### config.mk
export PLATFORM = sky130hd
export DESIGN_NAME = tlbse_div
export DESIGN_NICKNAME = d
export VERILOG_FILES = /design/src/tlbse_pkg.sv /design/src/tlbse_div.sv
export SDC_FILE = /design/constraint.sdc
export NUM_CORES = 1
export LEC_CHECK = 0
export BUFFER_PORTS_ARGS = -buffer_cell sky130_fd_sc_hd__buf_2
export CORE_MARGIN = 5
export CORE_UTILIZATION = 35
export DETAILED_ROUTE_END_ITERATION = 16
export SKIP_CTS_REPAIR_TIMING = 1
export SLEW_MARGIN = 20
export SYNTH_ARGS = -nofsm -noshare
export SYNTH_HDL_FRONTEND = slang
export SYNTH_SLANG_ARGS = --single-unit
### constraint.sdc
create_clock -name i_clk -period 5 [get_ports i_clk]
set_input_delay 0.75 -clock i_clk [delete_from_list [all_inputs] [get_ports i_clk]]
set_output_delay 0.75 -clock i_clk [all_outputs]
set_load 0.01 [all_outputs]
### src/tlbse_pkg.sv
package tlbse_pkg;

    localparam int MAX_SIDE = 4096;
    localparam int ROW_W    = $clog2(MAX_SIDE + 1);
    localparam int LIM_W    = 15;
    localparam int PW       = ROW_W + 13;

    localparam int QDEPTH = 4;
    localparam int QAW    = $clog2(QDEPTH);

    localparam logic [1:0] OP_HDR = 2'd0;
    localparam logic [1:0] OP_PIX = 2'd1;
    localparam logic [1:0] OP_END = 2'd2;

    localparam logic [1:0] SRC_USER = 2'd0;
    localparam logic [1:0] SRC_BAND = 2'd1;
    localparam logic [1:0] SRC_BOX  = 2'd2;

    localparam logic [1:0] CFG_VIS  = 2'd0;
    localparam logic [1:0] CFG_USER = 2'd1;
    localparam logic [1:0] CFG_PAD  = 2'd2;

    localparam logic [7:0]  INK_MIN   = 8'd16;
    localparam logic [15:0] SCALE_MIN = 16'd2048;
    localparam logic [15:0] SCALE_MAX = 16'd10240;

    typedef enum logic [1:0] {
        K_NONE,
        K_HDR,
        K_FRAME
    } t_kind;

    typedef enum logic [1:0] {
        JOB_BAND,
        JOB_HDR,
        JOB_FRAME
    } t_job;

    typedef enum logic [3:0] {
        S_IDLE,
        S_B_MUL0,
        S_B_MUL1,
        S_B_MUL2,
        S_B_TEST,
        S_B_ACC,
        S_KIND,
        S_H_ACC,
        S_F_CHK,
        S_F_MUL0,
        S_F_MUL1,
        S_F_MUL2,
        S_F_CLAMP,
        S_F_EMIT,
        S_DIV_GO,
        S_DIV_WAIT
    } t_back_state;

    typedef struct packed {
        logic [1:0]  op;
        logic [11:0] part_height;
        logic [12:0] part_display_height;
        logic        has_pixels;
        logic [7:0]  alpha;
        logic        row_last;
    } t_item;

    typedef struct packed {
        logic             band;
        logic [ROW_W-1:0] rows;
        logic [11:0]      band_h;
        logic [12:0]      band_dh;
        t_kind            kind;
        logic [11:0]      hdr_h;
        logic [12:0]      hdr_dh;
    } t_evt;

    typedef struct packed {
        logic [12:0] vis;
        logic [15:0] user;
        logic [7:0]  pad;
    } t_cfg;

    typedef struct packed {
        logic        start;
        logic [63:0] n;
        logic [47:0] d;
    } t_div_req;

    typedef struct packed {
        logic        done;
        logic [63:0] q;
    } t_div_rsp;

endpackage

### src/tlbse_div.sv
module tlbse_div
    import tlbse_pkg::*;
(
    input  logic     i_clk,
    input  logic     i_rst_n,
    input  t_div_req i_req,
    output t_div_rsp o_rsp
);

    logic        r_busy;
    logic        r_done;
    logic [6:0]  r_cnt;
    logic [47:0] r_rem;
    logic [63:0] r_q;
    logic [47:0] r_d;

    logic [48:0] w_sh;
    logic        w_ge;
    logic [48:0] w_twice;
    logic        w_up;

    assign w_sh    = {r_rem, r_q[63]};
    assign w_ge    = (w_sh >= {1'b0, r_d});
    assign w_twice = {r_rem, 1'b0};
    // Round half to even on the final remainder.
    assign w_up    = (w_twice > {1'b0, r_d}) || ((w_twice == {1'b0, r_d}) && r_q[0]);

    assign o_rsp.done = r_done;
    assign o_rsp.q    = r_q;

    always_ff @(posedge i_clk) begin
        if (i_req.start) begin
            r_rem <= '0;
            r_q   <= i_req.n;
            r_d   <= i_req.d;
        end else if (r_busy && (r_cnt != 7'd0)) begin
            r_rem <= w_ge ? 48'(w_sh - {1'b0, r_d}) : w_sh[47:0];
            r_q   <= {r_q[62:0], w_ge};
        end else if (r_busy) begin
            r_q <= (r_d == '0) ? '0 : (r_q + 64'(w_up));
        end
    end

    always_ff @(posedge i_clk) begin
        if (!i_rst_n) begin
            r_busy <= 1'b0;
            r_done <= 1'b0;
            r_cnt  <= '0;
        end else begin
            r_done <= 1'b0;
            if (i_req.start) begin
                r_busy <= 1'b1;
                r_cnt  <= 7'd64;
            end else if (r_busy && (r_cnt != 7'd0)) begin
                r_cnt <= r_cnt - 7'd1;
            end else if (r_busy) begin
                r_busy <= 1'b0;
                r_done <= 1'b1;
            end
        end
    end

endmodule

* Word-level counts from Yosys, hierarchy flattened *
Index checks and enable logic that the tools add are counted.

storage, ports and cells
  register bits after elaboration = 169
  input bits = 115
  output and inout bits = 65

cells by class
  equal/unequal tests = 2
  reduce and logical (&&, ||, !) cells = 9
  $lt $le $gt $ge = 2
  multiplexer cells = 10
  $add $sub $neg = 3
  bitwise gates (word level) = 1

operator list
  kind                 number
  $mux 64              4
  $add 64x1->64        1
  $eq 49x48->1         1
  $ge 49x48->1         1
  $gt 49x48->1         1
  $logic_not 48->1     1
  $mux 48              1
  $sub 48x48->48       1
  $mux 7               2
  $reduce_bool 7->1    1
  $sub 7x1->7 const B  1
  $mux 1               3
  $reduce_bool 3->1    1
  $reduce_or 3->1      1
  $logic_and 1x1->1    2
  $ne 2x2->1 const B   1
  $reduce_bool 2->1    1
  $reduce_or 2->1      1
  $logic_or 1x1->1     1
  $not 1->1            1

* Depth between registers and ports, before layout *
  word-level depth = 8
  gate-level depth with buffers = 20

* Worst setup path before layout *
OpenSTA, ideal clock, no wires.

  kind = flip-flop to flip-flop
  from = register r_d[18]
  to = register r_q[63] (data pin)
  period minus slack after synthesis = 3.919 ns
  data arrival time = 3.644 ns
  data required time = 4.725 ns
  cell stages (with the launch flop) = 21
  slack = 1.081 ns
  library setup time = 0.275 ns
  cells stage by stage = edfxtp_1 > inv_1 > ha_1 > clkbuf_1 > a21oi_1 > o21ai_0 > a311oi_1 > o21bai_1 > a22oi_1 > nand2_1 > o21a_1 > ha_1 > nand3_1 > nor4b_2 > and2_2 > nand4b_4 > or2_2 > nor3_1 > nand2_1 > xnor2_1 > o221ai_1

between the ends
  cells in the longest elaborated chain, start to end = 8

ends and longest elaborated chain
  what                                                   RTL line         text
  from (decl)                                            tlbse_div.sv:15  logic [47:0] r_d;
  from (signal assigned)                                 tlbse_div.sv:35  r_d <= i_req.d;
  branches (longest 4 deep; another with $add 64x1->64)  n/a
  $mux 64 *                                              tlbse_div.sv:40  r_q <= (r_d == '0) ? '0 : (r_q + 64'(w_up));
  $mux 64 *                                              tlbse_div.sv:39  end else if (r_busy) begin
  $mux 64 *                                              tlbse_div.sv:36  end else if (r_busy && (r_cnt != 7'd0)) begin
  $mux 64 *                                              tlbse_div.sv:32  if (i_req.start) begin
  to (signal assigned)                                   tlbse_div.sv:34  r_q <= i_req.n;
  to (signal assigned)                                   tlbse_div.sv:38  r_q <= {r_q[62:0], w_ge};
  to (signal assigned)                                   tlbse_div.sv:40
  to (decl)                                              tlbse_div.sv:14  logic [63:0] r_q;

Mark *: on every way between the ends. The select of a mux whose other input is x is not followed.
A chain may end at the register's enable or synchronous reset.

* Worst setup path in the final report *
  from = register r_d[4]
  to = register r_q[63] (data pin)

The elaborated chain is that of the path after synthesis.

==> impl_metrics.ini <==
[run_status]
status = completed

[timing]
setup_tns_ns = 0
skew_ns = 0.0264
timing_hold_violations_final = 0
hold_slack_ns = 0.463
finalSetupViolations = 0
max_freq_ghz = 0.222
finalCritPeriodShare = 0.902
slew_headroom = 0.365
period_minus_slack_ns = 4.51
tightest_slew_ns = 0.953
maxSlewViolCount = 0
rsz0062_at_grt = false

[global_route]
grt_max_degree = 85
grt_pass1_wl_um = 53800
antenna_found_initial = 1
grt_pass1_vias = 10028
grt-ovfl-total = 0
grt_usage = 0.183

[clocking]
htreeDepth = 4
numCtsBuffers = 17
cts_sinks = 169
path_clk_slew_ns = 0.09
cts_buffer_depth = 2
clock_latency_ns = 0.47
cts-root-buf = clkbuf_16
cts_tree = done

[finish]
drive_above_1_share = 0.168
area_delta_synth_final_pct = 16.5
num-fill-cells = 3275
diodes = 0
regArea_um2 = 4500
layout_common_cells = nand2_1 (226), buf_2 (178), edfxtp_1 (112)
final_common_cell = nand2_1
multiInputGateArea_um2 = 6280
final_cells = 1904
final_nets = 1617

[yosys]
syn_avg_cell_area_um2 = 8.66
yosys_warnings = 0
synth_cell_types = 73
syn_inst = 1312
synth-edff-count = 112
async_flop_share = 0
synthesis.nets = 1480
syn-cell-area_um2 = 11400
synth_seq_cells = 169
seq_area_frac_synth = 0.396
synthFlopType = edfxtp_1

[floorplanning]
dieHeight_um = 190
row_count = 66
pin_count = 180
initial_core_util = 0.352
dieWidth_um = 190
coreArea_um2 = 32300
die_area_um2 = 36200

[setup_path]
crit_path_end_kind = register
critPathTopFamily = simple AND/OR/NAND/NOR gates
required_ns = 5.19
critPathSlowestCell = edfxtp_1
reg2reg_depth = 21
crit_fanout = 7
path_cells = inv_1 > ha_1 > nand4_1 > o221ai_1 > nand2_1 > o211a_1 > nor2_1 > o21ai_0 > a21oi_1 > o21a_1 > ha_1 > nand3_1 > nor4b_2 > buf_4 > and2_2 > nand4b_4 > or2_2 > nor3_1 > nand2_1 > xnor2_1 > o221ai_1
path_depth = 21
max_stage_delay_ns = 0.41
critPathCapture = r_q[63]$_DFFE_PP_
worst-path-buf-inv = 2
r2r_end = r_q[63]$_DFFE_PP_
crit_start = r_d[4]$_DFFE_PP_
worst_setup_path_start_kind = register
r2r_start = r_d[4]$_DFFE_PP_
critical_path_arrival_ns = 4.71
critical_path_class = register to register
rrSetupSlack_ns = 0.49

[power]
power_density_nw_per_um2 = 326
ir_worst_vdd_mv = 0.281
power_mw = 4.31
leakage_nw = 5.23

[routing]
first_iter_violations = 726
vias = 10404
drc = 0
antenna_left = 0
viasPerCell = 5.46
routedWlPerCell_um = 17.7
dr.pass1.iters = 5
drt_wl_total_um = 33800

[place]
io_buffers = 179
dpl.cell_count = 1872
routabilityCongestion = 0.908
hpwl_um = 24700

[worst_hold_path]
hold_path_class = input port to register

[run]
drv_cap = 0
[where the power goes]
| group | switching [mW] | internal [mW] | leakage [nW] |
|---|---|---|---|
| clock | 0.689 | 0.706 | 0.302 |
| sequential | 0.160 | 1.66 | 1.59 |
| combinational | 0.675 | 0.420 | 3.33 |
[final cells by class]
class,count,share of cell area
sequential,169,0.340
clock buffer,18,0.0340
multi-input combinational,998,0.475
clock inverter,14,0.0127
tap,442,0.0418
inverter,69,0.0196
timing repair buffer,194,0.0767
[Yosys cell counts (all sizes together) (25+ instances only)]
cell	instances	area, um^2
a21oi	84	420
nand3	48	245
clkbuf	45	169
buf	31	166
o221ai	39	342
edfxtp	112	3360
nand2	227	852
dfxtp	57	1140
o21ai	82	410
ha	52	651
nor4	25	186
xnor2	53	464
inv	69	259
nor2	80	300
xor2	46	403
[worst min-delay path by stage]
stage / start / end / depth (start not counted)
6_report: i_req[17] / r_d[17]$_DFFE_PP_ / 1
5_1_grt: i_req[2] / r_d[2]$_DFFE_PP_ / 1
4_1_cts: i_req[17] / r_d[17]$_DFFE_PP_ / 1
3_5_place_dp: r_rem[1]$_SDFFE_PP0P_ / r_rem[1]$_SDFFE_PP0P_ / 2
3_3_place_gp: r_rem[1]$_SDFFE_PP0P_ / r_rem[1]$_SDFFE_PP0P_ / 2
2_1_floorplan: r_busy$_SDFFE_PN0P_ / r_done$_SDFF_PP0_ / 2
[layer usage]
| metal | wire length (um) | global-route usage | vias up |
|---|---|---|---|
| met5 | 13 | 0 | - |
| met4 | 626 | 0.0588 | 2 |
| met3 | 2390 | 0.0356 | 42 |
| met2 | 15600 | 0.295 | 364 |
| met1 | 15100 | 0.250 | 4906 |
| li1 | - | - | 5090 |
[sequential cells by signal, summed over array words and instances, names as in the netlist]
name and count:
r_d 48, r_q 64, r_rem 48, r_cnt 7, r_done 1, r_busy 1
[metrics by stage]
step                cell area [um^2]  utilization  worst slack (ns)
floorplan                      11400            -              1.08
global placement               12600        0.391             0.571
detailed placement             12600        0.391             0.479
CTS                            13200        0.410             0.468
global route                   13200        0.410            0.0573
finish                         13200        0.410             0.489
[logic make-up after synthesis]
| kind of cell | count (synthesis) | share of synthesized area |
|---|---|---|
| mux | 5 | 0.00463 |
| simple gates | 487 | 0.204 |
| xor+xnor | 99 | 0.0763 |
| fa+ha+maj | 53 | 0.0590 |
| compound gates | 354 | 0.207 |
| flops | 169 | 0.396 |
| buf+inv | 145 | 0.0523 |
(Power assumes the default switching activity.)
