File: config.mk
export PLATFORM = sky130hd
export DESIGN_NAME = tlbse_back
export DESIGN_NICKNAME = d
export VERILOG_FILES = /design/src/tlbse_pkg.sv /design/src/tlbse_back.sv
export SDC_FILE = /design/constraint.sdc
export NUM_CORES = 2
export LEC_CHECK = 0
export BUFFER_PORTS_ARGS = -buffer_cell sky130_fd_sc_hd__buf_4
export CORE_MARGIN = 2
export CORE_UTILIZATION = 61
export CTS_CLUSTER_SIZE = 25
export DETAILED_ROUTE_END_ITERATION = 10
export GPL_ROUTABILITY_DRIVEN = 0
export PLACE_DENSITY = 0.89
export SETUP_SLACK_MARGIN = 0.3
export SYNTH_ARGS = -nofsm -noshare
export SYNTH_HDL_FRONTEND = slang
export SYNTH_SLANG_ARGS = --single-unit
File: constraint.sdc
create_clock -name i_clk -period 8.7 [get_ports i_clk]
set_input_delay 0.435 -clock i_clk [delete_from_list [all_inputs] [get_ports i_clk]]
set_output_delay 0.435 -clock i_clk [all_outputs]
set_load 0.01 [all_outputs]
File: src/tlbse_pkg.sv
package tlbse_pkg;

    localparam int MAX_SIDE = 4096;
    localparam int ROW_W    = $clog2(MAX_SIDE + 1);
    localparam int LIM_W    = 15;
    localparam int PW       = ROW_W + 13;

    localparam int QDEPTH = 4;
    localparam int QAW    = $clog2(QDEPTH);

    localparam logic [1:0] OP_HDR = 2'd0;
    localparam logic [1:0] OP_PIX = 2'd1;
    localparam logic [1:0] OP_END = 2'd2;

    localparam logic [1:0] SRC_USER = 2'd0;
    localparam logic [1:0] SRC_BAND = 2'd1;
    localparam logic [1:0] SRC_BOX  = 2'd2;

    localparam logic [1:0] CFG_VIS  = 2'd0;
    localparam logic [1:0] CFG_USER = 2'd1;
    localparam logic [1:0] CFG_PAD  = 2'd2;

    localparam logic [7:0]  INK_MIN   = 8'd16;
    localparam logic [15:0] SCALE_MIN = 16'd2048;
    localparam logic [15:0] SCALE_MAX = 16'd10240;

    typedef enum logic [1:0] {
        K_NONE,
        K_HDR,
        K_FRAME
    } t_kind;

    typedef enum logic [1:0] {
        JOB_BAND,
        JOB_HDR,
        JOB_FRAME
    } t_job;

    typedef enum logic [3:0] {
        S_IDLE,
        S_B_MUL0,
        S_B_MUL1,
        S_B_MUL2,
        S_B_TEST,
        S_B_ACC,
        S_KIND,
        S_H_ACC,
        S_F_CHK,
        S_F_MUL0,
        S_F_MUL1,
        S_F_MUL2,
        S_F_CLAMP,
        S_F_EMIT,
        S_DIV_GO,
        S_DIV_WAIT
    } t_back_state;

    typedef struct packed {
        logic [1:0]  op;
        logic [11:0] part_height;
        logic [12:0] part_display_height;
        logic        has_pixels;
        logic [7:0]  alpha;
        logic        row_last;
    } t_item;

    typedef struct packed {
        logic             band;
        logic [ROW_W-1:0] rows;
        logic [11:0]      band_h;
        logic [12:0]      band_dh;
        t_kind            kind;
        logic [11:0]      hdr_h;
        logic [12:0]      hdr_dh;
    } t_evt;

    typedef struct packed {
        logic [12:0] vis;
        logic [15:0] user;
        logic [7:0]  pad;
    } t_cfg;

    typedef struct packed {
        logic        start;
        logic [63:0] n;
        logic [47:0] d;
    } t_div_req;

    typedef struct packed {
        logic        done;
        logic [63:0] q;
    } t_div_rsp;

endpackage

File: src/tlbse_back.sv
module tlbse_back
    import tlbse_pkg::*;
(
    input  logic        i_clk,
    input  logic        i_rst_n,
    input  t_cfg        i_cfg,
    input  logic        i_empty,
    input  t_evt        i_evt,
    output logic        o_pop,
    output t_div_req    o_div_req,
    input  t_div_rsp    i_div_rsp,
    output logic        o_valid,
    input  logic        i_ready,
    output logic [15:0] o_scale,
    output logic [1:0]  o_source,
    output logic [15:0] o_lines
);

    t_back_state r_state, n_state;
    t_evt        r_e;
    t_job        r_job;

    logic [PW-1:0]    r_p;
    logic [24:0]      r_vh;
    logic [PW+10:0]   r_a;
    logic [28:0]      r_b;
    logic [PW+6:0]    r_c;
    logic             r_ok1;
    logic [28:0]      r_vu;
    logic [32:0]      r_base;
    logic [63:0]      r_num;
    logic [47:0]      r_den;

    logic [39:0] r_line_sum;
    logic [15:0] r_line_cnt;
    logic [31:0] r_box_sum;
    logic [15:0] r_box_cnt;
    logic [15:0] r_parts;

    logic [15:0] r_res_scale;
    logic [1:0]  r_res_src;
    logic [15:0] r_res_cnt;

    logic        r_o_valid;
    logic [15:0] r_o_scale;
    logic [1:0]  r_o_src;
    logic [15:0] r_o_cnt;

    logic        w_ok;
    logic        w_load;
    logic        w_pass;
    logic        w_use_band;
    logic        w_use_box;
    logic [64:0] w_pad2;
    logic [12:0] w_height;
    logic [48:0] w_prod_n;

    assign w_ok = r_ok1 && (64'(r_c) <= (64'(r_b) << 1)) && (r_line_cnt != 16'hFFFF);
    assign w_pass = (i_cfg.user == '0) || (i_cfg.vis == '0) || (r_parts == '0);
    assign w_use_band = (r_line_cnt != '0) && (r_line_sum != '0);
    assign w_use_box  = (r_box_cnt != '0) && (r_box_sum != '0);
    assign w_pad2   = (r_e.hdr_h == '0) ? '0 : {i_div_rsp.q, 1'b0};
    assign w_height = r_e.hdr_dh - w_pad2[12:0];
    assign w_prod_n = 49'(r_base) * 49'(r_res_cnt);

    // Next state.
    always_comb begin
        n_state = r_state;
        unique case (r_state)
            S_IDLE: begin
                if (!i_empty) begin
                    n_state = i_evt.band ? S_B_MUL0 : S_KIND;
                end
            end
            S_B_MUL0: n_state = S_B_MUL1;
            S_B_MUL1: n_state = S_B_MUL2;
            S_B_MUL2: n_state = S_B_TEST;
            S_B_TEST: n_state = w_ok ? S_DIV_GO : S_KIND;
            S_B_ACC:  n_state = S_KIND;
            S_KIND: begin
                case (r_e.kind)
                    K_HDR:   n_state = (r_e.hdr_h != '0) ? S_DIV_GO : S_H_ACC;
                    K_FRAME: n_state = S_F_CHK;
                    default: n_state = S_IDLE;
                endcase
            end
            S_H_ACC:  n_state = S_IDLE;
            S_F_CHK:  n_state = (w_pass || !(w_use_band || w_use_box)) ? S_F_EMIT : S_F_MUL0;
            S_F_MUL0: n_state = S_F_MUL1;
            S_F_MUL1: n_state = S_F_MUL2;
            S_F_MUL2: n_state = S_DIV_GO;
            S_F_CLAMP: n_state = S_F_EMIT;
            S_F_EMIT: begin
                if (!r_o_valid || i_ready) begin
                    n_state = S_IDLE;
                end
            end
            S_DIV_GO: n_state = S_DIV_WAIT;
            S_DIV_WAIT: begin
                if (i_div_rsp.done) begin
                    case (r_job)
                        JOB_BAND: n_state = S_B_ACC;
                        JOB_HDR:  n_state = S_H_ACC;
                        default:  n_state = S_F_CLAMP;
                    endcase
                end
            end
            default: n_state = S_IDLE;
        endcase
    end

    // Outputs of the sequencer.
    always_comb begin
        o_pop           = (r_state == S_IDLE) && !i_empty;
        o_div_req.start = (r_state == S_DIV_GO);
        o_div_req.n     = r_num;
        o_div_req.d     = r_den;
        w_load          = (r_state == S_F_EMIT) && (!r_o_valid || i_ready);
    end

    always_ff @(posedge i_clk) begin
        if (!i_rst_n) begin
            r_state <= S_IDLE;
        end else begin
            r_state <= n_state;
        end
    end

    // Datapath registers.
    always_ff @(posedge i_clk) begin
        case (r_state)
            S_IDLE: begin
                r_e <= i_evt;
            end
            S_B_MUL0: begin
                r_p  <= PW'(r_e.rows) * PW'(r_e.band_dh);
                r_vh <= 25'(i_cfg.vis) * 25'(r_e.band_h);
            end
            S_B_MUL1: begin
                r_a <= (PW+11)'(r_p) * (PW+11)'(1250);
                r_b <= 29'(r_vh) * 29'(13);
            end
            S_B_MUL2: begin
                r_c   <= (PW+7)'(r_p) * (PW+7)'(125);
                r_ok1 <= (64'(r_a) >= 64'(r_b));
            end
            S_B_TEST: begin
                r_num <= 64'(r_p) << 8;
                r_den <= 48'(r_e.band_h);
                r_job <= JOB_BAND;
            end
            S_KIND: begin
                r_num <= 64'(21'(r_e.hdr_dh) * 21'(i_cfg.pad));
                r_den <= 48'(r_e.hdr_h);
                r_job <= JOB_HDR;
            end
            S_F_CHK: begin
                r_job <= JOB_FRAME;
                if (w_pass || !(w_use_band || w_use_box)) begin
                    r_res_scale <= i_cfg.user;
                    r_res_src   <= SRC_USER;
                    r_res_cnt   <= '0;
                end else if (w_use_band) begin
                    r_res_src <= SRC_BAND;
                    r_res_cnt <= r_line_cnt;
                    r_den     <= (48'(r_line_sum) << 8) - (48'(r_line_sum) << 2)
                                 - (48'(r_line_sum) << 1);
                end else begin
                    r_res_src <= SRC_BOX;
                    r_res_cnt <= r_box_cnt;
                    r_den     <= (48'(r_box_sum) << 8) - (48'(r_box_sum) << 2)
                                 - (48'(r_box_sum) << 1);
                end
            end
            S_F_MUL0: begin
                r_vu <= 29'(i_cfg.vis) * 29'(i_cfg.user);
            end
            S_F_MUL1: begin
                r_base <= 33'(r_vu) * 33'(13);
            end
            S_F_MUL2: begin
                r_num <= (r_res_src == SRC_BAND) ? (64'(w_prod_n) << 8) : 64'(w_prod_n);
            end
            S_F_CLAMP: begin
                if (i_div_rsp.q < 64'(SCALE_MIN)) begin
                    r_res_scale <= SCALE_MIN;
                end else if (i_div_rsp.q > 64'(SCALE_MAX)) begin
                    r_res_scale <= SCALE_MAX;
                end else begin
                    r_res_scale <= i_div_rsp.q[15:0];
                end
            end
            default: begin
            end
        endcase
    end

    // Frame accumulators and the output register.
    always_ff @(posedge i_clk) begin
        if (!i_rst_n) begin
            r_line_sum <= '0;
            r_line_cnt <= '0;
            r_box_sum  <= '0;
            r_box_cnt  <= '0;
            r_parts    <= '0;
            r_o_valid  <= 1'b0;
        end else begin
            if (r_o_valid && i_ready) begin
                r_o_valid <= 1'b0;
            end
            if (r_state == S_B_ACC) begin
                r_line_sum <= r_line_sum + i_div_rsp.q[39:0];
                r_line_cnt <= r_line_cnt + 16'd1;
            end
            if (r_state == S_H_ACC) begin
                if ((w_pad2 < 65'(r_e.hdr_dh)) && (r_box_cnt != 16'hFFFF)) begin
                    r_box_sum <= r_box_sum + 32'(w_height);
                    r_box_cnt <= r_box_cnt + 16'd1;
                end
                if (r_parts != 16'hFFFF) begin
                    r_parts <= r_parts + 16'd1;
                end
            end
            if (w_load) begin
                r_o_valid  <= 1'b1;
                r_line_sum <= '0;
                r_line_cnt <= '0;
                r_box_sum  <= '0;
                r_box_cnt  <= '0;
                r_parts    <= '0;
            end
        end
    end

    always_ff @(posedge i_clk) begin
        if (w_load) begin
            r_o_scale <= r_res_scale;
            r_o_src   <= r_res_src;
            r_o_cnt   <= r_res_cnt;
        end
    end

    assign o_valid  = r_o_valid;
    assign o_scale  = r_o_scale;
    assign o_source = r_o_src;
    assign o_lines  = r_o_cnt;

    a_done_in_wait: assert property (@(posedge i_clk) disable iff (!i_rst_n)
        i_div_rsp.done |-> (r_state == S_DIV_WAIT))
        else $error("divider finished outside the wait state");

    a_clamped: assert property (@(posedge i_clk) disable iff (!i_rst_n)
        (r_o_valid && (r_o_src != SRC_USER)) |->
        ((r_o_scale >= SCALE_MIN) && (r_o_scale <= SCALE_MAX)))
        else $error("computed scale outside its clamp range");

    a_pass_count: assert property (@(posedge i_clk) disable iff (!i_rst_n)
        (r_o_valid && (r_o_src == SRC_USER)) |-> (r_o_cnt == '0))
        else $error("pass-through result carries a count");

    a_frame_clear: assert property (@(posedge i_clk) disable iff (!i_rst_n)
        w_load |=> ((r_line_cnt == '0) && (r_box_cnt == '0) && (r_parts == '0)))
        else $error("frame totals not cleared after the result");

endmodule

After elaboration in Yosys (flattened, before gate mapping)
Index checks and enable logic that the tools add are counted.
Widths: inputs -> output; s select.
{"block": "word_totals", "reg_bits": 584, "word_cells": 144, "out_inout_bits": 149, "input_bits": 172}
{"block": "classes", "bitwise_logic": 1, "mux": 25, "n_lt_le_gt_ge": 5, "addsub": 10, "multipliers": 9, "n_eq_ne": 27, "reduce_logical": 37}
{"cell": "$pmux 64 s3", "n": 1}
{"cell": "$pmux 48 s3", "n": 1}
{"cell": "$mux 48", "n": 2}
{"cell": "$lt 65x13->1", "n": 1}
{"cell": "$mux 65", "n": 1}
{"cell": "$gt 64x14->1 const B", "n": 1}
{"cell": "$lt 64x12->1 const B", "n": 1}
{"cell": "$mux 16", "n": 4}
{"cell": "$pmux 4 s16", "n": 1}
{"cell": "$mux 57", "n": 1}
{"cell": "$mul 33x16->49", "n": 1}
{"cell": "$add 16x1->16 const B", "n": 3}
{"cell": "$ne 16x16->1 const B", "n": 3}
{"cell": "$sub 48x41->48", "n": 1}
{"cell": "$sub 48x42->48", "n": 1}
{"cell": "$sub 41x34->42", "n": 1}
{"cell": "$sub 40x34->41", "n": 1}
{"cell": "$add 40x40->40", "n": 1}
{"cell": "$reduce_bool 40->1", "n": 1}
{"cell": "$ge 37x29->1", "n": 1}
{"cell": "$mul 26x10->36 const B", "n": 1}
{"cell": "$le 33x30->1", "n": 1}
{"cell": "$mul 26x7->33 const B", "n": 1}
{"cell": "$mul 29x4->33 const B", "n": 1}
{"cell": "38 further kinds", "n": 82}

Longest topological paths before layout
{"block": "depth", "depth_word": 7, "mapped_depth": 26, "ltp_nobuf": 25}

Worst setup path before layout
No wires, ideal clock.
{"block": "synth_timing", "path_type": "register to register", "from": "register r_res_cnt[12]", "to": "register r_num[44] (data pin)", "synth_period_minus_slack_ns": 6.899, "setup_time_ns": 0.255, "path_buffers": 1, "stages_incl_launch_ff": 24, "path_slack_ns": 1.801, "arrival_time_ns": 6.645, "required_time_ns": 8.445, "path_cell_list": "edfxtp_1 clkbuf_1 nand2_1 fa_1 inv_1 fa_1 fa_1 fa_1 fa_1 inv_1 fa_1 inv_1 ha_1 a21o_1 a21o_1 a21o_1 a2111oi_0 nor2_1 o41ai_2 o31ai_1 a211oi_1 xor2_1 o21ai_0 and2_1"}
{"block": "synth_between", "elab_chain_len": 3}
{"element": "from (decl)", "line_no": "tlbse_back.sv:42", "text": "logic [15:0] r_res_cnt;"}
{"element": "from (signal assigned)", "line_no": "tlbse_back.sv:165", "text": "r_res_cnt <= r_line_cnt;"}
{"element": "from (signal assigned)", "line_no": "tlbse_back.sv:170", "text": "r_res_cnt <= r_box_cnt;"}
{"element": "$mul 33x16->49", "line_no": "tlbse_back.sv:64", "text": "assign w_prod_n = 49'(r_base) * 49'(r_res_cnt);"}
{"element": "$mux 57", "line_no": "tlbse_back.sv:182", "text": "r_num <= (r_res_src == SRC_BAND) ? (64'(w_prod_n) << 8) : 64'(w_prod_n);"}
{"element": "$pmux 64 s3", "line_no": "tlbse_back.sv:131", "text": "case (r_state)"}
{"element": "to (signal assigned)", "line_no": "tlbse_back.sv:148", "text": "r_num <= 64'(r_p) << 8;"}
{"element": "to (signal assigned)", "line_no": "tlbse_back.sv:153", "text": "r_num <= 64'(21'(r_e.hdr_dh) * 21'(i_cfg.pad));"}
{"element": "to (signal assigned)", "line_no": "tlbse_back.sv:182"}
{"element": "to (decl)", "line_no": "tlbse_back.sv:31", "text": "logic [63:0] r_num;"}
No other way between the ends. The select of a mux whose other input is x is not followed.
A chain may end at the register's enable or synchronous reset.

Worst setup path in the final report
{"block": "layout_timing", "from": "register r_res_cnt[6]", "to": "register r_num[44] (data pin)"}
The elaborated chain is that of the path after synthesis.

==> reports/metrics.yaml <==
timing:
  timing.fmax_mhz: 124.1
  setup_viol: 0
  relSlewSlack: 0.1114
  tns_ps: 0
  rsz0062_at_grt: "no"
  clock_skew_ps: 49.19
  final_hold_viol_count: 0
  tightest_slew_ps: 1326
  holdWs_ps: 128.2
  final.period_utilization: 0.9265
  slew_viol_final: 0
  layout_min_cycle_time_ps: 8061
worst_setup_path:
  r2r_start: "r_res_cnt[6]$_SDFFCE_PN0P_"
  worstSetupStartpointType: "flip-flop"
  crit_type: "reg2reg"
  crit_start: "r_res_cnt[6]$_SDFFCE_PN0P_"
  cp.required_ps: 9150
  end_kind: "flip-flop"
  crit_arrival_ps: 8510
  critPathMaxFanout: 25
clock_network:
  numCtsBuffers: 67
  htree_levels: 3
  tritoncts: "yes"
  cts-resized-gates: 0
  cts-root-buf: "clkbuf_16"
  clock_path_buffers: 3
  cts_num_sinks: 577
  clkLatencyLatePin_ps: 700
  cts_setup_buffers: 0
  path_clk_slew_ps: 60
global_routing:
  grt_max_degree: 66
  antenna_found_initial: 5
  grt_pass1_wl_microns: 365200
  gr-total-overflow: 0
  grt_pass1_vias: 69439
  grt_usage: 0.3367
layout:
  multi_input_area_sq_mm: 0.05814
  finish.net_count: 11228
  drive_above_1_share: 0.05835
  final-seq-area_sq_mm: 0.01608
  syn_to_final_growth_pct: 8.223
  stdcell_area_sq_mm: 0.08821
  nFillCells: 9295
synthesis:
  yosysWarnings: 0
  syn_area_sq_mm: 0.08151
  ys_types: 85
  synthArstFlopShare: 0
  synth_seq_cells: 577
  synth_top_area_frac: 0.2706
  synth_area_leaders: "fa_1 27%, edfxtp_1 17%, ha_1 14%"
  syn_inst: 8841
  yosys_most_used_dff: "edfxtp_1"
  synth_area_per_cell_sq_um: 9.220
  ys_seq_area_frac: 0.1972
  synth_edf_count: 452
  synth.largest_area_cell: "fa_1"
routing:
  dr_total_vias: 66316
  wl_per_cell_microns: 21.11
  viasPerCell: 6.110
  drc_errors: 0
  wl_microns: 229100
  first_pass_iters: 7
  first_iter_violations: 7825
  drtAntennaViolNets: 0
floorplan:
  fp.dieH_microns: 369.6
  chipWidth_microns: 369.6
  core_sq_mm: 0.1331
  die-area_sq_mm: 0.1366
  rows: 134
  start_util: 0.6123
  ios: 321
run_status:
  outcome: "finished clean"
worst_hold_path:
  hold_start: "i_rst_n"
  hp-class: "in2reg"
run:
  max_cap_viol_count: 0
placement:
  hpwlAfterDp_microns: 175600
  placed_cell_area_sq_mm: 0.08532
  io_buffers: 313
==> per-stage QoR <==
step,util,setup WS (ps),std cells
finish,0.6627,639.4,10854
floorplan,-,1801,8847
global route,0.6626,318.3,10852
detailed placement,0.6409,792.2,10667
global placement,0.6409,955.6,10667
CTS,0.6626,743.6,10851
==> registers in the layout (all words and copies together) (netlist names), 4 cells and up <==
signal / flops
r_base: 33
r_res_cnt: 16
r_parts: 16
r_state: 4
r_vu: 29
r_line_cnt: 16
r_b: 29
r_box_sum: 32
r_line_sum: 40
o_scale: 16
r_a: 36
o_lines: 16
r_e: 65
r_c: 33
r_vh: 25
r_box_cnt: 16
r_res_scale: 16
r_p: 26
r_den: 48
r_num: 57
==> what timing repair did <==
action / in CTS / in global routing
setup endpoints to repair: 0 / 0
hold endpoints to repair: 65 / 0
hold buffers: 65 / 0
==> critical path: stages, from the launching register on <==
cell and delay (ps):
edfxtp_1 820, buf_4 380, and2_1 170, fa_1 540
inv_1 80, fa_1 460, fa_1 510, inv_1 60
fa_1 480, fa_1 550, inv_1 60, fa_1 540
inv_1 50, ha_1 380, a21o_1 200, a21o_1 170
a21o_1 200, a2111oi_0 590, nor2_1 160, o41ai_2 560
o31ai_1 160, a211oi_1 260, xor2_1 200, o21ai_0 80
and2_1 170
==> cell usage after synthesis, drive strengths merged, types with 19 or more instances <==
| cell type | number |
|---|---|
| dfxtp | 125 |
| o21ai | 237 |
| nand2 | 1022 |
| nand3 | 122 |
| nand4 | 69 |
| mux2i | 24 |
| o31ai | 20 |
| nor2 | 366 |
| nand2b | 58 |
| nor2b | 56 |
| a22oi | 23 |
| o21bai | 56 |
| nor3 | 104 |
| a21oi | 439 |
| xor2 | 139 |
| o21a | 55 |
| buf | 23 |
| a22o | 34 |
| a21o | 186 |
| inv | 1652 |
| or3 | 38 |
| a211oi | 38 |
| o211ai | 29 |
| and2 | 511 |
| xnor2 | 278 |
| nor4 | 54 |
| or2 | 19 |
| and3 | 49 |
| fa | 1102 |
| ha | 921 |
| edfxtp | 452 |
| clkbuf | 284 |
| a31oi | 42 |
==> metal layers <==
layer / track usage / part of all wire / up-vias
li1: - / - / 28908
met1: 0.4180 / 0.36 / 32003
met2: 0.5367 / 0.45 / 4390
met3: 0.09826 / 0.13 / 1009
met4: 0.1680 / 0.058 / 6
met5: 0.002137 / 0.00032 / -
==> cell usage in the layout (no fill, tap or decap), drive strengths merged, types with 42 or more instances in the layout <==
cell	synthesis	layout
inv	1652	1661
nor3	104	104
xnor2	278	278
and2	511	511
o21ai	237	237
nor4	54	54
nor2	366	366
o21a	55	55
a21oi	439	439
fa	1102	1102
a21o	186	186
edfxtp	452	452
buf	23	359
nand3	122	122
ha	921	921
dlygate4sd3	0	65
nand2b	58	58
xor2	139	139
clkbuf	284	76
and3	49	49
nor2b	56	56
nand2	1022	1022
a31oi	42	42
dfxtp	125	125
o21bai	56	56
nand4	69	69
==> cell families (layout without fill, tap and decap cells) <==
group | after synthesis | after routing | synth area share
buffers and inverters | 1959 | 2195 | 0.09072
muxes | 28 | 28 | 0.003500
AOI/OAI and AO/OA | 1314 | 1314 | 0.1027
other | 1 | 10 | 0.00004601
adders and majority gates | 2023 | 2023 | 0.4120
DFF | 577 | 577 | 0.1972
and+or+nand+nor | 2522 | 2522 | 0.1490
xor gates and xnor gates | 417 | 417 | 0.04481
==> path summary, 6_finish.rpt <==
kind	endpoint	slack, ps	depth (start not counted)
setup / recovery	r_num[44]$_DFFE_PP_	640	24
hold / removal	r_state[0]$_SDFFE_PN0P_	130	2
setup reg to reg	r_num[44]$_DFFE_PP_	640	24
hold reg to reg	o_scale[2]$_DFFE_PP_	420	0
==> layout make-up <==
cell class	count	area share
Antenna cell	3	0.00008510
Clock buffer	76	0.02007
Clock inverter	43	0.005248
Inverter	1652	0.07029
Multi-Input combinational cell	6311	0.6591
Sequential cell	577	0.1822
Tap cell	1768	0.02508
Timing Repair Buffer	424	0.03793
Power is left out: the tool's default activity adds up to more than one toggle a clock period on the data nets, which glitch-free logic cannot reach.
