===== config.mk =====
export PLATFORM = sky130hd
export DESIGN_NAME = tlbse_front
export DESIGN_NICKNAME = d
export VERILOG_FILES = /design/src/tlbse_pkg.sv /design/src/tlbse_front.sv
export SDC_FILE = /design/constraint.sdc
export NUM_CORES = 1
export LEC_CHECK = 0
export ABC_AREA = 0
export BUFFER_PORTS_ARGS = -buffer_cell sky130_fd_sc_hd__buf_2
export CORE_MARGIN = 1
export CORE_UTILIZATION = 45
export DETAILED_ROUTE_END_ITERATION = 8
export PLACE_DENSITY = 0.73
export SYNTH_ARGS = -nofsm -noshare
export SYNTH_HDL_FRONTEND = slang
export SYNTH_SLANG_ARGS = --single-unit

===== constraint.sdc =====
create_clock -name i_clk -period 5.61 [get_ports i_clk]
set_clock_uncertainty 0.15 [all_clocks]
set_input_delay 1.122 -clock i_clk [delete_from_list [all_inputs] [get_ports i_clk]]
set_output_delay 1.122 -clock i_clk [all_outputs]
set_load 0.02 [all_outputs]

===== src/tlbse_pkg.sv =====
package tlbse_pkg;

    localparam int MAX_SIDE = 4096;
    localparam int ROW_W    = $clog2(MAX_SIDE + 1);
    localparam int LIM_W    = 15;
    localparam int PW       = ROW_W + 13;

    localparam int QDEPTH = 4;
    localparam int QAW    = $clog2(QDEPTH);

    localparam logic [1:0] OP_HDR = 2'd0;
    localparam logic [1:0] OP_PIX = 2'd1;
    localparam logic [1:0] OP_END = 2'd2;

    localparam logic [1:0] SRC_USER = 2'd0;
    localparam logic [1:0] SRC_BAND = 2'd1;
    localparam logic [1:0] SRC_BOX  = 2'd2;

    localparam logic [1:0] CFG_VIS  = 2'd0;
    localparam logic [1:0] CFG_USER = 2'd1;
    localparam logic [1:0] CFG_PAD  = 2'd2;

    localparam logic [7:0]  INK_MIN   = 8'd16;
    localparam logic [15:0] SCALE_MIN = 16'd2048;
    localparam logic [15:0] SCALE_MAX = 16'd10240;

    typedef enum logic [1:0] {
        K_NONE,
        K_HDR,
        K_FRAME
    } t_kind;

    typedef enum logic [1:0] {
        JOB_BAND,
        JOB_HDR,
        JOB_FRAME
    } t_job;

    typedef enum logic [3:0] {
        S_IDLE,
        S_B_MUL0,
        S_B_MUL1,
        S_B_MUL2,
        S_B_TEST,
        S_B_ACC,
        S_KIND,
        S_H_ACC,
        S_F_CHK,
        S_F_MUL0,
        S_F_MUL1,
        S_F_MUL2,
        S_F_CLAMP,
        S_F_EMIT,
        S_DIV_GO,
        S_DIV_WAIT
    } t_back_state;

    typedef struct packed {
        logic [1:0]  op;
        logic [11:0] part_height;
        logic [12:0] part_display_height;
        logic        has_pixels;
        logic [7:0]  alpha;
        logic        row_last;
    } t_item;

    typedef struct packed {
        logic             band;
        logic [ROW_W-1:0] rows;
        logic [11:0]      band_h;
        logic [12:0]      band_dh;
        t_kind            kind;
        logic [11:0]      hdr_h;
        logic [12:0]      hdr_dh;
    } t_evt;

    typedef struct packed {
        logic [12:0] vis;
        logic [15:0] user;
        logic [7:0]  pad;
    } t_cfg;

    typedef struct packed {
        logic        start;
        logic [63:0] n;
        logic [47:0] d;
    } t_div_req;

    typedef struct packed {
        logic        done;
        logic [63:0] q;
    } t_div_rsp;

endpackage


===== src/tlbse_front.sv =====
module tlbse_front
    import tlbse_pkg::*;
(
    input  logic  i_clk,
    input  logic  i_rst_n,
    input  logic  i_valid,
    input  t_item i_item,
    output logic  o_ready,
    input  logic  i_full,
    output logic  o_push,
    output t_evt  o_evt
);

    logic             r_ink, n_ink;
    logic [ROW_W-1:0] r_row, n_row;
    logic             r_band, n_band;
    logic [ROW_W-1:0] r_first, n_first;
    logic [ROW_W-1:0] r_last, n_last;
    logic [11:0]      r_gap, n_gap;
    logic [11:0]      r_h, n_h;
    logic [12:0]      r_dh, n_dh;
    logic             r_scan, n_scan;

    logic             w_acc;
    logic             w_ink;
    logic [LIM_W-1:0] w_lim;
    logic [15:0]      w_g_prod;
    logic [5:0]       w_g;
    logic [11:0]      w_gap_new;
    logic [ROW_W-1:0] w_dist;

    assign o_ready = !i_full;
    assign w_acc   = i_valid && !i_full;
    assign w_ink   = r_ink || (i_item.alpha >= INK_MIN);
    assign w_lim   = (LIM_W'(r_h) < LIM_W'(MAX_SIDE)) ? LIM_W'(r_h) : LIM_W'(MAX_SIDE);
    assign w_dist  = r_row - r_last;

    // h/80 is (h>>4)/5, and x/5 equals (x*205)>>10 for every 8-bit x.
    assign w_g_prod  = 16'(i_item.part_height[11:4]) * 16'd205;
    assign w_g       = w_g_prod[15:10];
    assign w_gap_new = (w_g > 6'd1) ? 12'(w_g) : 12'd1;

    always_comb begin
        n_ink   = r_ink;
        n_row   = r_row;
        n_band  = r_band;
        n_first = r_first;
        n_last  = r_last;
        n_gap   = r_gap;
        n_h     = r_h;
        n_dh    = r_dh;
        n_scan  = r_scan;
        o_evt   = '0;
        o_evt.kind    = K_NONE;
        o_evt.rows    = r_last - r_first + ROW_W'(1);
        o_evt.band_h  = r_h;
        o_evt.band_dh = r_dh;
        o_evt.hdr_h   = i_item.part_height;
        o_evt.hdr_dh  = i_item.part_display_height;
        if (w_acc) begin
            case (i_item.op)
                OP_HDR: begin
                    o_evt.band = r_scan && r_band;
                    o_evt.kind = K_HDR;
                    n_h    = i_item.part_height;
                    n_dh   = i_item.part_display_height;
                    n_scan = i_item.has_pixels && (i_item.part_height != 12'd0)
                             && (i_item.part_display_height != 13'd0);
                    n_gap  = w_gap_new;
                    n_band = 1'b0;
                    n_ink  = 1'b0;
                    n_row  = '0;
                end
                OP_PIX: begin
                    n_ink = w_ink;
                    if (i_item.row_last) begin
                        if (r_scan && (LIM_W'(r_row) < w_lim)) begin
                            if (w_ink) begin
                                if (!r_band) begin
                                    n_band  = 1'b1;
                                    n_first = r_row;
                                end
                                n_last = r_row;
                            end else if (r_band && (LIM_W'(w_dist) > LIM_W'(r_gap))) begin
                                o_evt.band = 1'b1;
                                n_band     = 1'b0;
                            end
                            n_row = r_row + ROW_W'(1);
                        end
                        n_ink = 1'b0;
                    end
                end
                OP_END: begin
                    o_evt.band = r_scan && r_band;
                    o_evt.kind = K_FRAME;
                    n_ink   = 1'b0;
                    n_row   = '0;
                    n_band  = 1'b0;
                    n_first = '0;
                    n_last  = '0;
                    n_gap   = 12'd1;
                    n_h     = '0;
                    n_dh    = '0;
                    n_scan  = 1'b0;
                end
                default: begin
                end
            endcase
        end
    end

    assign o_push = w_acc && (o_evt.band || (o_evt.kind != K_NONE));

    always_ff @(posedge i_clk) begin
        if (!i_rst_n) begin
            r_ink   <= 1'b0;
            r_row   <= '0;
            r_band  <= 1'b0;
            r_first <= '0;
            r_last  <= '0;
            r_gap   <= 12'd1;
            r_h     <= '0;
            r_dh    <= '0;
            r_scan  <= 1'b0;
        end else begin
            r_ink   <= n_ink;
            r_row   <= n_row;
            r_band  <= n_band;
            r_first <= n_first;
            r_last  <= n_last;
            r_gap   <= n_gap;
            r_h     <= n_h;
            r_dh    <= n_dh;
            r_scan  <= n_scan;
        end
    end

endmodule


Word level (Yosys, flattened, before mapping):

Cells that the tools add are included.

* divide/modulo/power cells: 0
* add/sub/neg operators: 4
* $lt $le $gt $ge: 4
* equality and inequality tests: 7
* shift operators: 0
* bitwise logic cells: 0
* reduce and logical (&&, ||, !) cells: 24
* multiplexer cells: 32
* multipliers: 1

Operators with widths (count)
* $mux W13: 9
* $pmux W13 S2: 4
* $pmux W12 S2: 2
* $add A13 B1 Y13 const B: 2
* $sub A13 B13 Y13: 2
* $mul A8 B8 Y16 const B: 1
* $gt A13 B12 Y1: 1
* $lt A13 B12 Y1: 1
* $reduce_bool A13 Y1: 1
* $reduce_bool A12 Y1: 1
* $mux W1: 10
* $reduce_and A5 Y1: 2
* $ge A8 B5 Y1 const B: 1
* $ne A2 B2 Y1 const B: 4
* $pmux W1 S2: 4
* $reduce_bool A2 Y1: 4
* $logic_and A1 B1 Y1: 7
* $gt A6 B1 Y1 const B: 1
* $mux W6: 1
* $reduce_and A6 Y1: 1
* $pmux W2 S2: 1
* $reduce_and A2 Y1: 2
* $reduce_and A4 Y1: 1
* $ne A3 B3 Y1 const B: 1
* other kinds (7): 8

* logic and storage cells: 81
* input bits: 41
* memories: 0
* bits in latches: 0
* flip-flop bits (word level): 79
* ROM bits: 0
* memory bits (writable): 0

Longest topological paths before layout:

Gate-level depths: netlist of the first run.

* depth in word-level cells: 11
* depth in mapped cells: 16
* gate-level depth less buffers: 16

Worst setup path before layout of the first run:

Ideal clock, no wire load.

* kind: input-to-reg
* from: input i_item[32] (netlist name)
* to: register r_gap[5]
* cell stages on the path: 15
* arrival time: 4863 ps
* buffers on the path: 0
* library setup time: 117 ps
* path slack: 480 ps
* cell sequence: ha_1 inv_1 fa_1 inv_1 fa_1 inv_1 fa_1 inv_1 ha_1 a2111o_1 o31ai_2 o21ai_2 a2111oi_2 nor4_1 a22o_1

* word-level cells in the longest chain between the ends: 4

Ends and longest elaborated chain
* start, declared: RTL line tlbse_front.sv:7 `input t_item i_item,`
* $mul A8 B8 Y16 (*): RTL line tlbse_front.sv:39 `assign w_g_prod = 16'(i_item.part_height[11:4]) * 16'd205;`
* $gt A6 B1 Y1: RTL line tlbse_front.sv:41 `assign w_gap_new = (w_g > 6'd1) ? 12'(w_g) : 12'd1;`
* $mux W6 (*): RTL line tlbse_front.sv:41
* $pmux W12 S2 (*): RTL line tlbse_front.sv:61 `case (i_item.op)`
* end signal, assigned: RTL line tlbse_front.sv:131 `r_gap <= n_gap;`
* end, declared: RTL line tlbse_front.sv:19 `logic [11:0] r_gap, n_gap;`

Mark *: on every way between the ends. The rest lies on a longest branch, timed or not. The select of a mux whose other input is x is not followed.
A chain may end at the register's enable or synchronous reset.

Final worst setup path of the first run:

* from: input i_item[32] (netlist name)
* to: register r_gap[0]

Same word-level chain as after synthesis.

==> reports/results.tsv, run 1 <==
stage	metric	value	unit
synth	Syn Area/Cell	8.407	um^2
cts	clock latency on the worst-skew pair	0.34	ns
worst_setup_path	slowest cell on the critical path	fa_1	
placed_design	Port Buffers	104	
timing	Final TNS setup	0	ns
synth	number of library cell types mapped by synthesis	65	
worst_setup_path	Crit path top cell by count	inv_1	
route	post-route antenna net violation count	0	
timing	period utilization	90.65	%
worst_setup_path	CP Data Required Time	5.66	ns
outcome	status	finished, final reports clean	
floorplan	Initial Util	46.42	%
job	max_cap viols	0	
synth	post-synthesis compound-gate area fraction	18.88	%
worst_setup_path	FF-to-FF End	r_band$_SDFFE_PN0P_	
worst_setup_path	CP arrival	5.14	ns
floorplan	Die W	119.3	um
grt	grt ovf	0	
synth	mux contribution to synthesized area	3.251	%
timing	relative slew slack	26.23	%
final_layout	Reg area	1461	um^2
route	Vias/cell	5.455	
synth	synth cell count leaders	ha_1, inv_1, dfxtp_1	
cts	maximum clock insertion buffer count	2	
floorplan	die area	14240	um^2
min_path	WHS Endpoint	r_scan$_SDFFE_PN0P_	
final_layout	fin cells	986	
timing	unrepaired setup endpoints after global routing	false	
synth	adder-cell share of the synthesized area	24.19	%
cts	Worst-path clk slew	0.06	ns
power_and_ir_drop	leak pwr	0.003272	uW
cts	htree depth	3	
timing	final hold violation count	0	
timing	Final Critical Period	5.086	ns
cts	CTS resizes	0	
synth	main combinational cell family by area after synthesis	adder cells	
synth	Synth top area share	23.59	%
timing	Max Clock Freq	196.6	MHz
worst_setup_path	worst path cell trace	buf_2 > ha_1 > inv_1 > fa_1 > inv_1 > fa_1 > inv_1 > fa_1 > inv_1 > ha_1 > a2111o_1 > o31ai_2 > o21ai_2 > and4_1 > nor4_1 > o31ai_1	
synth	Synth Flop Type	dfxtp_1	
grt	first-pass GRT wire length	24400	um
route	1st-iter DRT viols	310	
cts	Inserted Clock Buffers	9	
power_and_ir_drop	Pwr per Cell Area	222.3	nW/um^2
grt	largest net degree at the start of global routing	52	
cts	Hold-fix buffers, CTS	0	
synth	area leader, netlist	dfxtp_1	
synth	synthesized area	6196	um^2
synth	Syn Nets	890	
worst_setup_path	CP peak stage delay	0.53	ns
route	Detailed Routing Iterations Pass 1	5	
final_layout	Multi-input gate area	4049	um^2
worst_setup_path	worst r2r src	r_row[0]$_SDFFE_PN0P_	
route	WL/cell	14.83	um
final_layout	share of layout cells above drive strength 1	16.79	%
final_layout	Layout fillers	1296	
cts	number of clock sinks	73	
cts	postcts setup bufs	0	
worst_setup_path	Worst Reg-to-Reg Cells	13	
power_and_ir_drop	total power	1556	uW
timing	final setup vio count	0	
worst_setup_path	critical path startpoint category	input pin	
cts	Root Buffer	clkbuf_16	
synth	register area share after synthesis	23.59	%
final_layout	area delta synth->final	12.94	%
worst_setup_path	CP Max Fanout	6	
grt	initial antenna violation count	0	
placed_design	Post-DP HPWL	11130	um
synth	dominant cells by area after synthesis	dfxtp_1, ha_1, inv_1	
synth	post-synthesis simple-gate area fraction	15.63	%
synth	Post-synth EDFFs	0	
final_layout	layout net count	958	
route	WL final	14630	um
min_path	Hold Path Stages	2	
floorplan	Placeable Area	13350	um^2
synth	fraction of registers with async set/reset	0	%
synth	count leader, synth	ha_1	
worst_setup_path	Crit Path Category	input pin to register	
worst_setup_path	R2R setup slack	2.23	ns
floorplan	number of I/O pins	109	
grt	vias in the first global route	5068	
timing	worst-margin pin slew	1.106	ns
grt	aggregate global-route resource usage	21.24	%
placed_design	Cells after DPL	970	
timing	Slew Limit Fails	0	
route	post-route DRC violation count	0	
cts	CTS tree	yes	
floorplan	Die Span Y	119.3	um
synth	FF+latch count, synth	73	
worst_setup_path	crit path capture type	register	
min_path	Hold WC Path Type	register to register	
route	Vias	5379	
final_layout	Antenna Cells	0	
placed_design	gpl congestion	0.8733	
synth	Post-Synthesis Cells	737	
synth	synth warn	0	
synth	XOR/XNOR Fraction of Synth Area	3.393	%
min_path	Hold Startpoint	r_scan$_SDFFE_PN0P_	
power_and_ir_drop	Worst IR Drop VDD	0.1393	mV
floorplan	cell row count	42	
[state kept, by name, summed over array words and instances, names as in the netlist]
name / flops
r_last: 13
r_band: 1
r_scan: 1
r_gap: 6
r_ink: 1
r_h: 12
r_first: 13
r_dh: 13
r_row: 13
[how the worst max path moves through the flow]
stage	start	endpoint	slack [ns]	cells past startpoint
after detailed placement	i_item[32]	r_gap[0]$_SDFFE_PN1P_	0.16	16
after CTS	i_item[32]	r_gap[0]$_SDFFE_PN1P_	0.51	16
after floorplan	i_item[32]	r_gap[5]$_SDFFE_PN0P_	0.48	15
after global routing	i_item[32]	r_gap[0]$_SDFFE_PN1P_	0.27	16
after global placement	i_item[32]	r_gap[0]$_SDFFE_PN1P_	0.24	16
final	i_item[32]	r_gap[0]$_SDFFE_PN1P_	0.52	16
[routing by layer]
layer | part of all wire (%) | track usage, % | vias up
li1 | - | - | 2677
met1 | 47 | 27.30 | 2482
met2 | 46 | 36.16 | 197
met3 | 5.1 | 3.688 | 23
met4 | 2.0 | 6.406 | 0
met5 | 0 | 0 | -
[cell type report]
type                    instances  share of cell area, %
inverters                      98                  5.257
multi-input cells             513                  57.86
clock inverters                 6                  1.359
repair buffers                110                  8.082
clock buffers                  10                  3.415
flip-flops and latches         73                  20.88
well taps                     176                  3.147
[per-stage QoR]
| stage | hold WS, ns | instance area, um^2 | setup slack, ns | utilization (%) |
|---|---|---|---|---|
| floorplan | 0.2813 | 6196 | 0.4800 | - |
| global placement | 0.3103 | 6664 | 0.2350 | 49.93 |
| detailed placement | 0.3096 | 6664 | 0.1621 | 49.93 |
| CTS | 0.3227 | 6998 | 0.5120 | 52.43 |
| global route | 0.3354 | 6998 | 0.2655 | 52.43 |
| finish | 0.3249 | 6998 | 0.5243 | 52.43 |
[layout by cell type, fill, tap and decap left out, types with 3 or more instances in the layout]
cell,count
a2111o_1,7
a211oi_1,5
a21o_1,10
a21oi_1,25
a22o_1,16
and2_1,4
and3_1,16
and4_1,5
buf_2,104
buf_4,6
clkbuf_16,9
dfxtp_1,73
fa_1,13
ha_1,99
inv_1,98
inv_6,3
mux2i_1,19
nand2_1,67
nand2b_1,9
nand3_1,29
nand4_1,7
nor2_1,29
nor2b_1,8
nor3_1,7
nor4_1,4
o2111ai_1,4
o211ai_1,6
o21a_1,19
o21ai_0,35
o21bai_1,3
o22ai_1,3
o31ai_1,3
or3_1,4
xnor2_1,14
xor2_1,10
[where the power goes]
group / switching, uW / internal (uW)
clock network: 234 / 407
logic: 224 / 162
registers: 3.91 / 525
[critical path: cells and delay by family]
kind / cells / cell delay (ns)
and+or+nand+nor: 2 / 0.59
AOI/OAI and AO/OA: 4 / 1.03
adders and majority gates: 5 / 2.06
buffers and inverters: 5 / 0.34
[cell families (layout without fill, tap and decap cells)]
logic type	after synthesis	after routing
AO/OA/AOI/OAI	161	161
XOR/XNOR	24	24
adder cells (fa/ha/maj)	112	112
buffers and inverters	151	224
flip-flops	73	73
multiplexers	20	20
AND/OR/NAND/NOR	196	196
No activity file was read; power rests on OpenSTA's default activity.
==> inputs of run 2 (changes only) <==
--- a/config.mk
+++ b/config.mk
@@ -11,6 +11,7 @@
 export CORE_UTILIZATION = 45
 export DETAILED_ROUTE_END_ITERATION = 8
 export PLACE_DENSITY = 0.73
+export RECOVER_POWER = 50
 export SYNTH_ARGS = -nofsm -noshare
 export SYNTH_HDL_FRONTEND = slang
 export SYNTH_SLANG_ARGS = --single-unit
==> run 2 against run 1 <==
Against the previous run:
- the flow now finishes with violations (max-capacitance violations, max-slew violations)
- setup slack better by 0.0086 ns
- register-to-register slack about the same
- final cell count unchanged
- non-clock buffer count unchanged
- combinational power down 1%
- clock-buffer cell count unchanged
- sequential cell count unchanged
- first-iteration DRC count up 2.3%
- fmax up 0.17%
- via count down 1.4%
- total power about the same
- sequential share of layout area up 0.25 points
==> reports/results.tsv, run 2 (synthesis results as in run 1) <==
stage	metric	value	unit
floorplan	Die W	119.3	um
power_and_ir_drop	leak pwr	0.003078	uW
worst_setup_path	crit path capture type	register	
outcome	violations in the final reports	max-capacitance violations, max-slew violations	
final_layout	commonest non-fill, non-tap cell in the layout	ha_1	
grt	initial antenna violation count	0	
worst_setup_path	CP arrival	5.13	ns
min_path	WHS Endpoint	r_scan$_SDFFE_PN0P_	
cts	Inserted Clock Buffers	9	
final_layout	Layout fillers	1320	
route	Vias/cell	5.378	
placed_design	gpl congestion	0.8733	
worst_setup_path	Crit Path Category	input pin to register	
route	1st-iter DRT viols	317	
final_layout	commonest cells after routing, fill and taps aside	ha_1, inv_1, dfxtp_1	
floorplan	cell row count	42	
timing	period utilization	90.50	%
power_and_ir_drop	Pwr per Cell Area	224.9	nW/um^2
timing	relative slew slack	-4.576	%
floorplan	die area	14240	um^2
placed_design	Port Buffers	104	
cts	Hold-fix buffers, CTS	0	
grt	grt ovf	0	
power_and_ir_drop	Worst IR Drop VDD	0.1410	mV
worst_setup_path	FF-to-FF End	r_band$_SDFFE_PN0P_	
timing	Final TNS setup	0	ns
cts	htree depth	3	
grt	vias in the first global route	5068	
worst_setup_path	R2R setup slack	2.24	ns
min_path	Hold WC Path Type	register to register	
route	Vias	5303	
cts	number of clock sinks	73	
floorplan	number of I/O pins	109	
cts	Root Buffer	clkbuf_16	
final_layout	Multi-input gate area	4039	um^2
timing	final hold violation count	0	
timing	Final Critical Period	5.077	ns
min_path	Hold Path Stages	2	
placed_design	DP Area	6664	um^2
route	WL/cell	14.76	um
grt	largest net degree at the start of global routing	52	
timing	Slew Limit Fails	29	
final_layout	Antenna Cells	0	
final_layout	post-route cell area	6917	um^2
cts	CTS tree	yes	
timing	worst-margin pin slew	1.568	ns
final_layout	share of layout cells above drive strength 1	9.753	%
timing	unrepaired setup endpoints after global routing	false	
grt	first-pass GRT wire length	24400	um
min_path	Hold Startpoint	r_scan$_SDFFE_PN0P_	
floorplan	Placeable Area	13350	um^2
timing	Max Clock Freq	197.0	MHz
final_layout	area delta synth->final	11.63	%
outcome	status	finished, violations left	
final_layout	final design utilization	51.82	%
worst_setup_path	CP Data Required Time	5.66	ns
route	post-route antenna net violation count	0	
cts	CTS resizes	0	
cts	maximum clock insertion buffer count	2	
cts	clock latency on the worst-skew pair	0.34	ns
final_layout	Reg area	1461	um^2
worst_setup_path	critical path startpoint category	input pin	
route	WL final	14550	um
final_layout	layout net count	958	
timing	final setup vio count	0	
cts	Worst-path clk slew	0.06	ns
worst_setup_path	crit path from	i_item[32]	
floorplan	Die Span Y	119.3	um
route	post-route DRC violation count	0	
route	Detailed Routing Iterations Pass 1	5	
worst_setup_path	CP Max Fanout	6	
placed_design	Post-DP HPWL	11130	um
worst_setup_path	worst r2r src	r_row[0]$_SDFFE_PN0P_	
worst_setup_path	Worst Reg-to-Reg Cells	13	
floorplan	Initial Util	46.42	%
job	max_cap viols	1	
cts	postcts setup bufs	0	
grt	aggregate global-route resource usage	21.24	%
[run 2: final cells by class]
| type | instances | share of cell area (%) |
|---|---|---|
| clock buffer | 10 | 3.455 |
| clock inverter | 6 | 1.375 |
| inverter | 98 | 5.318 |
| multi-input combinational | 513 | 58.39 |
| sequential | 73 | 21.13 |
| tap | 176 | 3.184 |
| timing repair buffer | 110 | 7.145 |
[run 2: how the worst max path moves through the flow]
stage	depth (start not counted)	end	slack, ns
2_1_floorplan	15	r_gap[5]$_SDFFE_PN0P_	0.48
3_3_place_gp	16	r_gap[0]$_SDFFE_PN1P_	0.24
3_5_place_dp	16	r_gap[0]$_SDFFE_PN1P_	0.16
4_1_cts	16	r_gap[0]$_SDFFE_PN1P_	0.51
5_1_grt	16	r_gap[0]$_SDFFE_PN1P_	0.26
6_report	16	r_gap[0]$_SDFFE_PN1P_	0.53
[run 2: per-stage QoR]
stage | setup WS, ns | cells | total power (uW) | hold slack (ns)
3_5_place_dp | 0.1621 | 970 | 924.5 | 0.3096
2_1_floorplan | 0.4800 | 737 | 836.1 | 0.2813
4_1_cts | 0.5120 | 986 | 1565 | 0.3227
6_report | 0.5330 | 986 | 1556 | 0.3226
3_3_place_gp | 0.2350 | 970 | 917.7 | 0.3103
5_1_grt | 0.2640 | 986 | 1643 | 0.3354
[run 2: worst max-delay path: stages]
cell      delay [ns]
buf_2           0.14
ha_1            0.31
inv_1           0.06
fa_1            0.52
inv_1           0.05
fa_1            0.49
inv_1           0.05
fa_1            0.53
inv_1           0.04
ha_1            0.20
a2111o_1        0.42
o31ai_2         0.29
o21ai_2         0.17
and4_1          0.22
nor4_1          0.36
o31ai_1         0.14
[run 2: routing by layer]
layer	vias to the layer above	share of wire [%]	track usage [%]
met4	0	2.1	6.406
met5	-	0	0
met3	24	5.1	3.688
li1	2672	-	-
met1	2428	47	27.30
met2	179	46	36.16
[run 2: where the power goes]
| group | internal (uW) | total, uW | switching (uW) |
|---|---|---|---|
| registers | 525 | 529 | 3.95 |
| clock network | 407 | 645 | 238 |
| logic | 158 | 381 | 223 |
| total | 1090 | 1560 | 466 |
==> inputs of run 3 (changes only) <==
==> constraint.sdc (replaced) <==
create_clock -name i_clk -period 5.1 [get_ports i_clk]
set_clock_uncertainty 0.15 [all_clocks]
set_input_delay 1.02 -clock i_clk [delete_from_list [all_inputs] [get_ports i_clk]]
set_output_delay 1.02 -clock i_clk [all_outputs]
set_load 0.02 [all_outputs]
==> run 3 against run 2 <==
Against the previous run:
- the flow still finishes with violations (max-capacitance violations, max-slew violations)
- critical path depth is 1 higher
- clock power is 9.9% lower
- combinational power is 19% higher
- clock-buffer cell count stayed put
- hold slack better by 0.0051 ns
- non-clock buffer count is 19 higher
- largest power group is now registers
- highest routed layer unchanged
- total power is 4.0% higher
- first-iteration DRC count is 4.4% lower
==> reports/results.tsv, run 3 (synthesis results as in run 1) <==
stage	metric	value	unit
final_layout	Multi-input gate area	4058	um^2
timing	final setup vio count	0	
timing	relative slew slack	-46.83	%
timing	Final Critical Period	4.884	ns
cts	maximum clock insertion buffer count	2	
worst_setup_path	R2R setup slack	1.78	ns
job	max_cap viols	1	
cts	clock latency on the worst-skew pair	0.34	ns
route	post-route DRC violation count	0	
placed_design	Cells after DPL	989	
timing	final hold violation count	0	
placed_design	gpl congestion	0.8464	
timing	Max Clock Freq	204.7	MHz
final_layout	share of layout cells above drive strength 1	12.06	%
floorplan	Die Span Y	119.3	um
min_path	Hold WC Path Type	register to register	
worst_setup_path	CP arrival	4.98	ns
grt	initial antenna violation count	0	
final_layout	commonest non-fill, non-tap cell in the layout	ha_1	
worst_setup_path	Worst Reg-to-Reg Cells	13	
route	WL/cell	14.47	um
outcome	status	finished, violations left	
worst_setup_path	Crit Path Category	input pin to register	
min_path	Hold Path Stages	2	
floorplan	cell row count	42	
min_path	Hold Startpoint	r_last[12]$_SDFFE_PN0P_	
timing	period utilization	95.77	%
cts	Worst-path clk slew	0.06	ns
grt	vias in the first global route	5090	
grt	first-pass GRT wire length	24230	um
worst_setup_path	critical path startpoint category	input pin	
route	1st-iter DRT viols	303	
final_layout	Reg area	1461	um^2
cts	Inserted Clock Buffers	9	
route	Detailed Routing Iterations Pass 1	4	
grt	aggregate global-route resource usage	21.14	%
worst_setup_path	worst r2r src	r_row[0]$_SDFFE_PN0P_	
outcome	violations in the final reports	max-capacitance violations, max-slew violations	
final_layout	Layout fillers	1315	
timing	unrepaired setup endpoints after global routing	false	
power_and_ir_drop	leak pwr	0.003139	uW
worst_setup_path	FF-to-FF End	r_band$_SDFFE_PN0P_	
worst_setup_path	CP Data Required Time	5.20	ns
min_path	WHS Endpoint	r_last[12]$_SDFFE_PN0P_	
final_layout	layout net count	977	
cts	CTS tree	yes	
power_and_ir_drop	Worst IR Drop VDD	0.1393	mV
floorplan	die area	14240	um^2
final_layout	Antenna Cells	0	
final_layout	area delta synth->final	13.33	%
placed_design	Port Buffers	104	
worst_setup_path	CP Max Fanout	3	
route	Vias	5318	
timing	worst-margin pin slew	2.202	ns
cts	htree depth	3	
route	WL final	14550	um
placed_design	Post-DP HPWL	11460	um
final_layout	commonest cells after routing, fill and taps aside	ha_1, inv_1, dfxtp_1	
cts	Root Buffer	clkbuf_16	
floorplan	number of I/O pins	109	
cts	number of clock sinks	73	
power_and_ir_drop	total power	1618	uW
floorplan	Die W	119.3	um
route	Vias/cell	5.292	
grt	largest net degree at the start of global routing	52	
floorplan	Placeable Area	13350	um^2
final_layout	fin cells	1005	
worst_setup_path	crit path capture type	register	
timing	Slew Limit Fails	52	
floorplan	Initial Util	46.42	%
power_and_ir_drop	Pwr per Cell Area	230.4	nW/um^2
route	post-route antenna net violation count	0	
grt	grt ovf	0	
[run 3: cell types whose count changed in the layout (fill, tap and decap cells not counted), sizes merged]
cell	before	now
inv	101	98
clkinv	1	3
clkinvlp	0	3
clkbuf	65	64
bufinv	2	0
buf	55	75
[run 3: area by class of cell]
cell class                 instances  share of cell area [%]
tap                              176                   3.136
timing repair buffer             129                   9.123
sequential                        73                   20.81
multi-input combinational        513                   57.79
clock buffer                      10                   3.261
clock inverter                     6                  0.6415
inverter                          98                   5.239
[run 3: per-layer routing]
| metal | GRT usage, % | up-vias | part of all wire (%) |
|---|---|---|---|
| li1 | - | 2719 | - |
| met5 | 0 | - | 0 |
| met1 | 26.53 | 2406 | 46 |
| met4 | 5.547 | 0 | 1.9 |
| met3 | 4.358 | 21 | 5.8 |
| met2 | 36.63 | 172 | 47 |
[run 3: power by group]
| group | switching (uW) | internal, uW |
|---|---|---|
| Clock | 251 | 330 |
| Combinational | 257 | 197 |
| Sequential | 4.53 | 578 |
| Total | 513 | 1100 |
[run 3: worst max path at each step]
stage	start	to	slack, ns	cells past startpoint
CTS	i_item[32]	r_gap[0]$_SDFFE_PN1P_	0.16	17
global placement	i_item[28]	r_gap[5]$_SDFFE_PN0P_	-0.1	17
finish	i_item[32]	r_gap[0]$_SDFFE_PN1P_	0.22	17
floorplan	i_item[32]	r_gap[5]$_SDFFE_PN0P_	0.07	15
global route	i_item[32]	r_gap[0]$_SDFFE_PN1P_	0.04	17
detailed placement	i_item[32]	r_gap[0]$_SDFFE_PN1P_	-0.20	17
[run 3: what timing repair did]
action                                  in CTS  in global routing
hold buffers                                 0                  0
buffers inserted                             0                  0
resized for setup                            0                  1
endpoints found under the setup margin       0                  2
[run 3: metrics by stage]
stage / TNS [ns] / hold WS, ns / util (%) / instance area, um^2 / setup slack (ns)
2_1_floorplan: 0 / 0.2813 / - / 6196 / 0.07199
3_3_place_gp: -0.1916 / 0.3080 / 50.99 / 6807 / -0.09856
3_5_place_dp: -0.3792 / 0.3095 / 50.99 / 6807 / -0.2016
4_1_cts: 0 / 0.3275 / 53.05 / 7081 / 0.1642
5_1_grt: 0 / 0.3432 / 52.61 / 7022 / 0.04339
6_report: 0 / 0.3277 / 52.61 / 7022 / 0.2159
[run 3: worst max-delay path: stages]
cell       delay, ns
buf_2           0.11
ha_1            0.29
inv_1           0.06
fa_1            0.53
inv_1           0.05
fa_1            0.49
inv_1           0.06
fa_1            0.54
inv_1           0.04
ha_1            0.20
a2111o_1        0.45
o31ai_4         0.22
o21ai_2         0.12
a2111oi_2       0.36
nor4_1          0.09
buf_4           0.14
o31ai_1         0.21
